--- src/rtl/tsc_pkg.sv ---
// Shared constants, types and codes of the triggered scope capture block.
`default_nettype none
package tsc_pkg;
    localparam int DEPTH    = 8192;
    localparam int AW       = $clog2(DEPTH);
    localparam int CW       = AW + 1;
    localparam int SW       = 24;
    localparam int COL_W    = 12;
    localparam int CCNT_W   = 13;
    localparam int DIV_W    = 26;
    localparam int DIV_CW   = $clog2(DIV_W);
    localparam int CFG_IW   = 3;

    localparam logic [1:0] REQ_PUSH   = 2'd0;
    localparam logic [1:0] REQ_COLUMN = 2'd1;
    localparam logic [1:0] REQ_POINT  = 2'd2;
    localparam logic [1:0] REQ_WINDOW = 2'd3;

    localparam logic [CFG_IW-1:0] CFG_LEVEL   = 3'd0;
    localparam logic [CFG_IW-1:0] CFG_CHANNEL = 3'd1;
    localparam logic [CFG_IW-1:0] CFG_FALLING = 3'd2;
    localparam logic [CFG_IW-1:0] CFG_WINDOW  = 3'd3;
    localparam logic [CFG_IW-1:0] CFG_FREEZE  = 3'd4;
    localparam logic [CFG_IW-1:0] CFG_COLUMNS = 3'd5;

    typedef struct packed {
        logic [1:0]        req_type;
        logic signed [SW-1:0] sample_a;
        logic signed [SW-1:0] sample_b;
        logic              channel;
        logic [COL_W-1:0]  column;
        logic [AW-1:0]     point_index;
    } t_item;

    typedef struct packed {
        logic signed [SW-1:0] level;
        logic              channel;
        logic              falling;
        logic [CW-1:0]     window;
        logic              freeze;
        logic [CCNT_W-1:0] columns;
    } t_cfg;
endpackage
`default_nettype wire

--- src/rtl/tsc_front.sv ---
// Front end: accepts requests, drops frozen pushes and queues the rest.
`default_nettype none
module tsc_front (
    input  wire logic           i_clk,
    input  wire logic           i_rst_n,
    input  wire logic           i_valid,
    output logic                o_ready,
    input  wire tsc_pkg::t_item i_item,
    input  wire logic           i_freeze,
    output logic                o_q_valid,
    output tsc_pkg::t_item      o_q_item,
    input  wire logic           i_q_pop
);
    tsc_pkg::t_item r_mem [2];
    logic       r_wr, r_rd;
    logic [1:0] r_cnt;
    logic       acc, keep;

    assign o_ready   = (r_cnt != 2'd2);
    assign acc       = i_valid && o_ready;
    // A push while frozen is taken and discarded.
    assign keep      = acc && !(i_item.req_type == tsc_pkg::REQ_PUSH && i_freeze);
    assign o_q_valid = (r_cnt != 2'd0);
    assign o_q_item  = r_mem[r_rd];

    always_ff @(posedge i_clk) begin
        if (keep) begin
            r_mem[r_wr] <= i_item;
        end
        if (!i_rst_n) begin
            r_wr  <= 1'b0;
            r_rd  <= 1'b0;
            r_cnt <= 2'd0;
        end else begin
            if (keep) r_wr <= ~r_wr;
            if (i_q_pop) r_rd <= ~r_rd;
            r_cnt <= r_cnt + {1'b0, keep} - {1'b0, i_q_pop};
        end
    end
endmodule
`default_nettype wire

--- config.mk ---
export PLATFORM = sky130hd
export DESIGN_NAME = tsc_front
export DESIGN_NICKNAME = d
export VERILOG_FILES = /design/src/rtl/tsc_pkg.sv /design/src/rtl/tsc_front.sv
export SDC_FILE = /design/constraint.sdc
export NUM_CORES = 1
export LEC_CHECK = 0
export BUFFER_PORTS_ARGS = -buffer_cell sky130_fd_sc_hd__buf_2
export CELL_PAD_IN_SITES_DETAIL_PLACEMENT = 0
export CELL_PAD_IN_SITES_GLOBAL_PLACEMENT = 1
export CORE_ASPECT_RATIO = 1.75
export CORE_MARGIN = 4
export CORE_UTILIZATION = 49
export CTS_BUF_LIST = sky130_fd_sc_hd__clkbuf_8
export DETAILED_ROUTE_END_ITERATION = 12
export GPL_TIMING_DRIVEN = 0
export PLACE_DENSITY_LB_ADDON = 0.3
export REMOVE_ABC_BUFFERS = 1
export SYNTH_ARGS = -nofsm -noshare
export SYNTH_HDL_FRONTEND = slang
export SYNTH_SLANG_ARGS = --single-unit
export TNS_END_PERCENT = 100
--- constraint.sdc ---
create_clock -name i_clk -period 13.5 [get_ports i_clk]
set_clock_uncertainty 0.05 [all_clocks]
set_input_delay 1.35 -clock i_clk [delete_from_list [all_inputs] [get_ports i_clk]]
set_output_delay 1.35 -clock i_clk [all_outputs]
set_load 0.005 [all_outputs]
==> results of run 1 <==
==> cells in the mapped netlist, drive strengths merged <==
master,instances
edfxtp,152
mux2,76
buf,8
dfxtp,5
inv,4
nor2,4
nand2,2
nor3b,2
o31ai,2
xnor2,2
a21oi,1
ha,1
mux2i,1
nand3b,1
nor2b,1
nor4,1
or2,1
or2b,1
==> worst max-delay path by stage <==
stage	start	cells past startpoint	slack, ns	endpoint
after floorplan	i_freeze	3	8.01	r_mem[0][0]
after global placement	i_freeze	4	6.17	r_mem[1][51]
after detailed placement	i_freeze	6	10.08	r_mem[1][9]
after CTS	flip-flop	3	9.99	o_q_item[30]
after global routing	flip-flop	3	9.94	o_q_item[2]
final	flip-flop	3	10.08	o_q_item[30]
==> logic make-up after synthesis <==
group                    after synthesis  synth area share
AO/OA/AOI/OAI                          3          0.003396
XOR/XNOR                               2          0.002974
adder cells (fa/ha/maj)                1          0.002123
buffers and inverters                 12           0.01401
flip-flops                           157            0.7917
multiplexers                          77            0.1724
AND/OR/NAND/NOR                       13           0.01338
==> cell type report <==
class / count / share of cell area
well taps: 135 / 0.02278
clock inverters: 15 / 0.02970
clock buffers: 17 / 0.03156
flip-flops and latches: 157 / 0.6296
inverters: 4 / 0.002025
repair buffers: 164 / 0.1279
multi-input cells: 96 / 0.1564
==> power groups by stage <==
stage	clock (uW)	combinational [uW]	sequential, uW
after global placement	0	139	622
after detailed placement	0	154	611
final	386	150	599
after floorplan	0	79.6	615
after CTS	397	155	599
after global routing	419	164	603
==> metrics by stage <==
stage,setup slack (ns),instances,total power [uW],instance area (sq um),utilization
2_1_floorplan,8.012,257,694.3,5824,-
3_3_place_gp,6.171,550,760.5,6784,0.5825
3_5_place_dp,10.08,556,764.9,6960,0.5977
4_1_cts,9.994,588,1152,7415,0.6367
5_1_grt,9.941,588,1186,7415,0.6367
6_report,10.08,588,1134,7415,0.6367
==> worst min-delay path, stage by stage (launching register included) <==
cell and delay [ns]:
dfxtp_1 0.35, nand2_1 0.07, mux2i_1 0.06
==> flip-flops by register name, indices dropped and copies added, names as in the netlist, named ones only <==
register	count
r_mem	152
r_cnt	2
r_wr	1
r_rd	1
==> layer usage <==
metal  part of all wire  GRT usage  up-vias
met1               0.34     0.1581     1443
met3              0.066    0.05657        9
li1                   -          -     1402
met4              0.015    0.06835        0
met5                  0          0        -
met2               0.58     0.2864       98
==> run summary, run 1 <==
FP Rows: 52
Syn-to-layout area delta: 25.84%
Filler cells: 859
Slew @ Worst Pin: 0.8323 ns
Slew Limit Headroom: 0.4438
hpwl dp: 7404 um
period utilization: 0.2536
antenna diode count: 0
core footprint: 11650 sq um
register area: 4668 sq um
most common cell after layout, fill and taps aside: buf_2
R2R setup slack: 11.25 ns
DIE WIDTH: 90.89 um
htree depth: 4
Clock Power Share: 0.340
setup TNS: 0 ns
family with the most delay on the worst path: flip-flops
first-pass GRT wire length: 16470 um
Synth Warn #: 0
max-slew violations: 0
post-layout min period: 3.423 ns
clock latency on the worst-skew pair: 0.42 ns
vias in the first global route: 3221
mean post-synth cell area: 22.23 sq um
critical path arrival: 2.02 ns
min-delay src: r_wr
RR Endpoint: r_mem[1][12]
DIE HEIGHT: 153.1 um
Pint: 886.8 uW
Synth Register Bits: 157
Reg power frac: 0.528
cts hold-fix bufs: 0
Final Hold Viols: 0
post-CTS setup buffers: 0
NetSw: 247.7 uW
Sw Share: 0.2183
Initial Util: 0.5059
leading area contributor after synthesis: edfxtp_1
r2r startpoint: r_cnt[1]
crit path max-delay cell type: dfxtp_4
IO buf count: 158
post-synthesis sequential area ratio: 0.7917
via density per instance: 5.020
Initial DRT Pass Iterations: 4
f_max: 292.1 MHz
total of max-cap violations: 0
Hold Path Sink: r_wr
leak pwr: 0.002868 uW
Overall Global Routing Usage: 0.1568
pin count of the biggest net entering global routing: 44
footprint of the multi-input gates: 1160 sq um
pwr/cell area: 153.0 nW/um^2
Hold Path Class: flip-flop to flip-flop
full die area: 13910 sq um
Startpoint Class: flip-flop
clock root buffer: clkbuf_8
Wirelength per Cell: 17.66 um
Worst Hold Path Cells: 2
worst reg2reg path depth: 6
gpl congestion: 0.6644
critical path type: flip-flop to primary output
final wirelength: 10380 um
status: finished clean
CP Buf/Inv Count: 2
clock buffer depth: 2
crit end category: primary output
Num CTS Buffers: 17
CP Cell Sequence: buf_16, mux2_2, buf_2
Final nets: 522
via count: 2952
Overflow after GRT: 0
post-synthesis cell count: 265
clk sinks: 157
Remaining DRCs: 0
antenna viol nets, final: 0
Setup violations, final: 0
Clock transition at path regs: 0.07 ns
io pins: 159
PostCTS Resize Cnt: 0
Synth area leaders: edfxtp_1, mux2_4, mux2_2
CTS tree: built
Gate power share: 0.132
most frequent cells in the layout: buf_2, edfxtp_1, mux2_4
Max stage delay on crit path: 0.72 ns
initial antenna violation count: 0
layout cell share with drive strength beyond 1: 0.6093
IR drop worst, VDD: 0.09818 mV
RSZ-0062 raised after global routing: false
CP Max Fanout: 43
synth unique cells: 22
Post-Syn Area: 5892 sq um
Iter 0 DRT Violations: 148
Synth top area share: 0.7747
Critical Path RT: 12.10 ns
hold slack: 0.4700 ns
Note: power is estimated with default switching activity, not from simulation.
==> run 2: changes to the inputs <==
--- a/config.mk
+++ b/config.mk
@@ -10,7 +10,7 @@
 export CELL_PAD_IN_SITES_GLOBAL_PLACEMENT = 1
 export CORE_ASPECT_RATIO = 1.75
 export CORE_MARGIN = 4
-export CORE_UTILIZATION = 49
+export CORE_UTILIZATION = 46
 export CTS_BUF_LIST = sky130_fd_sc_hd__clkbuf_8
 export DETAILED_ROUTE_END_ITERATION = 12
 export GPL_TIMING_DRIVEN = 0
==> constraint.sdc (replaced) <==
create_clock -name i_clk -period 3.21 [get_ports i_clk]
set_clock_uncertainty 0.05 [all_clocks]
set_input_delay 0.321 -clock i_clk [delete_from_list [all_inputs] [get_ports i_clk]]
set_output_delay 0.321 -clock i_clk [all_outputs]
set_load 0.005 [all_outputs]
==> run summary, run 2 (synthesized netlist as in run 1, its figures left out) <==
max-slew violations: 0
pwr/cell area: 578.1 nW/um^2
Remaining DRCs: 0
vias in the first global route: 3388
leak pwr: 0.002981 uW
core footprint: 12500 sq um
crit path max-delay cell type: dfxtp_4
clock latency on the worst-skew pair: 0.42 ns
full die area: 14750 sq um
top flop regs: r_mem: 152 flops, r_cnt: 2 flops
RSZ-0062 raised after global routing: false
DP Cell Count: 590
NetSw: 1096 uW
post-layout min period: 2.340 ns
Iter 0 DRT Violations: 141
Reg power frac: 0.561
most common cell after layout, fill and taps aside: buf_2
via density per instance: 4.753
largest reg by FF count: r_mem
io pins: 159
htree depth: 4
critical path type: flip-flop to primary output
IR drop worst, VDD: 0.4064 mV
CTS tree: built
first-pass GRT wire length: 16910 um
most frequent cells in the layout: buf_2, edfxtp_1, mux2_4
clock root buffer: clkbuf_8
DIE HEIGHT: 157.7 um
total of max-cap violations: 0
hpwl dp: 7719 um
Max stage delay on crit path: 0.66 ns
Overflow after GRT: 0
period utilization: 0.7288
IO buf count: 158
status: finished clean
layout cell share with drive strength beyond 1: 0.5610
Design Area, Final: 7752 sq um
Final Hold Viols: 0
f_max: 427.4 MHz
clk sinks: 157
Slew @ Worst Pin: 0.6365 ns
Clock Power Share: 0.285
Pint: 3386 uW
gpl congestion: 0.6887
pin count of the biggest net entering global routing: 52
Initial Util: 0.4714
final wirelength: 11150 um
Slew Limit Headroom: 0.5746
Filler cells: 952
Startpoint Class: flip-flop
Sw Share: 0.2445
Clock transition at path regs: 0.09 ns
DIE WIDTH: 93.55 um
CP Cell Sequence: buf_16, mux2_2, buf_2
Wirelength per Cell: 16.87 um
Initial DRT Pass Iterations: 4
CP Max Fanout: 51
Critical Path RT: 2.84 ns
critical path arrival: 1.97 ns
FP Rows: 54
Overall Global Routing Usage: 0.1546
Gate power share: 0.154
Non-Filler Instances: 661
Hold Path Class: input pin to flip-flop
clock buffer depth: 2
initial antenna violation count: 2
Setup violations, final: 0
Num CTS Buffers: 17
antenna viol nets, final: 0
crit end category: primary output
max FFs per register: 152
Final nets: 561
Syn-to-layout area delta: 31.58%
via count: 3142
area post-placement: 7022 sq um
setup TNS: 0 ns
run 2: power by group through the flow:
| stage | Clock, uW | Sequential [uW] | Combinational (uW) |
|---|---|---|---|
| final | 1280 | 2510 | 690 |
| after global routing | 1410 | 2530 | 751 |
| after CTS | 1330 | 2520 | 690 |
| after detailed placement | 0 | 2560 | 667 |
| after global placement | 0 | 2610 | 585 |
| after floorplan | 0 | 2580 | 335 |
run 2: stage by stage:
step,utilization,power (uW),setup slack [ns],hold slack (ns)
after CTS,0.6072,4533,0.7998,0.0001561
after detailed placement,0.5618,3230,0.8733,0.4575
final,0.6202,4481,0.8704,0.03664
after floorplan,-,2920,-1.249,0.3699
after global routing,0.6202,4694,0.7576,0.0002690
after global placement,0.5460,3200,-3.118,0.4182
run 2: layout make-up:
cell class	instances	area, sq um	area share
flip-flops and latches	157	4668	0.6022
repair buffers	203	1349	0.1740
multi-input cells	96	1160	0.1496
clock buffers	17	234.0	0.03018
well taps	168	210.2	0.02711
clock inverters	15	113.9	0.01469
inverters	4	15.01	0.001937
diodes	1	2.502	0.0003228
run 2: per-layer routing:
layer	GRT usage	vias up	routed length [um]
li1	-	1479	-
met2	0.3017	96	6641
met5	0	-	12
met4	0.06612	2	227
met1	0.1451	1545	3631
met3	0.04612	20	636
run 2: worst max-delay path, delay by kind of cell, from the launching register on:
kind                   cells  cell delay [ns]
buffers and inverters      2             0.48
DFF                        1             0.66
muxes                      1             0.38
run 2: what timing repair did:
| item | 4_1_cts | 5_1_grt |
|---|---|---|
| hold buffers | 22 | 16 |
| resized for setup | 0 | 0 |
| setup buffers | 0 | 0 |
| endpoints found under the hold margin | 42 | 32 |
run 2: path summary, 6_finish.rpt:
kind	start	to	slack, ns	cells past startpoint
worst max-delay path	flip-flop	o_q_item[6]	0.87	3
worst min-delay path	i_item[5]	r_mem[0][5]	0.04	1
worst max register to register	r_cnt[1]	r_mem[0][44]	1.02	6
worst min register to register	r_wr	r_wr	0.47	2
==> run 3: changes to the inputs <==
--- a/config.mk
+++ b/config.mk
@@ -10,7 +10,7 @@
 export CELL_PAD_IN_SITES_GLOBAL_PLACEMENT = 1
 export CORE_ASPECT_RATIO = 1.75
 export CORE_MARGIN = 4
-export CORE_UTILIZATION = 46
+export CORE_UTILIZATION = 41
 export CTS_BUF_LIST = sky130_fd_sc_hd__clkbuf_8
 export DETAILED_ROUTE_END_ITERATION = 12
 export GPL_TIMING_DRIVEN = 0
==> constraint.sdc (replaced) <==
create_clock -name i_clk -period 1.9 [get_ports i_clk]
set_clock_uncertainty 0.05 [all_clocks]
set_input_delay 0.19 -clock i_clk [delete_from_list [all_inputs] [get_ports i_clk]]
set_output_delay 0.19 -clock i_clk [all_outputs]
set_load 0.005 [all_outputs]
==> run summary, run 3 (synthesized netlist as in run 1, its figures left out) <==
status: finished clean
setup TNS: 0 ns
pwr/cell area: 981.5 nW/um^2
min-delay src: i_item[74]
Final WS setup: 0.05367 ns
Critical Path RT: 1.66 ns
htree depth: 4
Post-Route Utilization: 0.5925
final wirelength: 11730 um
pin count of the biggest net entering global routing: 42
CTS tree: built
period utilization: 0.9718
via count: 3309
clock root buffer: clkbuf_8
DIE HEIGHT: 166.6 um
Clock transition at path regs: 0.08 ns
FP Rows: 57
Num CTS Buffers: 17
Worst Hold Path Cells: 4
most frequent cells in the layout: buf_2, edfxtp_1, dlygate4sd3_1
worst reg2reg path depth: 6
Startpoint Class: flip-flop
gpl congestion: 0.6447
clock buffer depth: 2
Syn-to-layout area delta: 40.56%
Filler cells: 1146
Wirelength per Cell: 16.41 um
max FFs per register: 152
IR drop worst, VDD: 0.5662 mV
hpwl dp: 7482 um
Overall Global Routing Usage: 0.1464
Hold Path Sink: r_cnt[0]
initial antenna violation count: 0
antenna viol nets, final: 0
Setup violations, final: 0
IO buf count: 158
r2r startpoint: r_cnt[1]
pre-CTS WS: -0.2908 ns
Slew Limit Headroom: 0.7450
Initial DRT Pass Iterations: 4
Remaining DRCs: 0
leak pwr: 0.003212 uW
core footprint: 13980 sq um
Design Area, Final: 8282 sq um
CP Max Fanout: 41
Final nets: 608
max-slew violations: 0
f_max: 541.6 MHz
vias in the first global route: 3638
RR Endpoint: r_mem[1][5]
via density per instance: 4.628
CP Cell Sequence: buf_16, mux2_2, buf_2
io pins: 159
most common cell after layout, fill and taps aside: buf_2
antenna diode count: 0
full die area: 16430 sq um
Overflow after GRT: 0
layout cell share with drive strength beyond 1: 0.5260
largest reg by FF count: r_mem
critical path type: flip-flop to primary output
top flop regs: r_mem: 152 flops, r_cnt: 2 flops
Final Hold Viols: 0
area post-placement: 6963 sq um
crit end category: primary output
clock latency on the worst-skew pair: 0.41 ns
DIE WIDTH: 98.62 um
total of max-cap violations: 0
Slew @ Worst Pin: 0.3816 ns
R2R setup slack: 0.20 ns
RSZ-0062 raised after global routing: true
Max stage delay on crit path: 0.40 ns
Hold Path Class: input pin to flip-flop
first-pass GRT wire length: 18500 um
crit path max-delay cell type: dfxtp_4
Initial Util: 0.4215
Iter 0 DRT Violations: 87
clk sinks: 157
critical path arrival: 1.61 ns
post-layout min period: 1.846 ns
run 3: changes by cell type in the layout (fill, tap and decap cells not counted), sizes merged:
cell         before  now
bufinv            0    4
nor2              4    6
clkinv            4    0
dlygate4sd3      38   78
diode             1    0
buf             165  170
inv              11   10
run 3: what timing repair did:
action | in CTS | in global routing
gates cloned | 2 | 0
resized for setup | 0 | 5
buffers inserted | 6 | 1
setup endpoints to repair | 228 | 185
endpoints found under the hold margin | 156 | 0
pin swaps | 2 | 1
hold buffers | 78 | 0
run 3: final cells by class:
class	count	area, sq um	share of cell area
flip-flops and latches	157	4668	0.5637
repair buffers	248	1760	0.2126
multi-input cells	98	1190	0.1437
clock buffers	17	234.0	0.02825
well taps	177	221.5	0.02674
clock inverters	14	192.7	0.02327
inverters	4	15.01	0.001813
run 3: where the power goes:
| part | internal [uW] | switching [uW] | leakage, uW | total [uW] |
|---|---|---|---|---|
| clock | 1430 | 1190 | 0.000208 | 2620 |
| combinational | 716 | 565 | 0.00155 | 1280 |
| sequential | 4140 | 80.0 | 0.00145 | 4220 |
run 3: worst max-delay path: cells and delay by family, from the launching register on:
kind / cells / cell delay, ns
DFF: 1 / 0.40
buffers and inverters: 2 / 0.39
muxes: 1 / 0.36
run 3: worst max path at each step:
| stage | startpoint | endpoint | slack, ns | cells past startpoint |
|---|---|---|---|---|
| floorplan | r_cnt[1] | r_mem[0][0] | -2.55 | 4 |
| global placement | r_cnt[1] | r_mem[1][68] | -4.40 | 4 |
| detailed placement | r_cnt[1] | r_mem[1][40] | -0.29 | 5 |
| CTS | r_cnt[1] | r_mem[1][38] | -0.12 | 4 |
| global route | flip-flop | o_q_item[16] | -0.03 | 3 |
| finish | flip-flop | o_q_item[21] | 0.05 | 3 |
run 3: per-stage QoR:
stage	hold slack (ns)	power (uW)	instances
after floorplan	0.2389	4933	257
after global placement	0.3272	5422	592
after detailed placement	0.3321	5419	597
after CTS	0.1595	8239	714
after global routing	0.1855	8508	715
final	0.1994	8129	715
run 3: per-layer routing:
| layer | vias to the layer above | track usage | part of all wire |
|---|---|---|---|
| met5 | - | 0 | 0 |
| met4 | 0 | 0.05291 | 0.019 |
| met3 | 17 | 0.04604 | 0.047 |
| met2 | 97 | 0.2750 | 0.58 |
| met1 | 1623 | 0.1487 | 0.35 |
| li1 | 1572 | - | - |
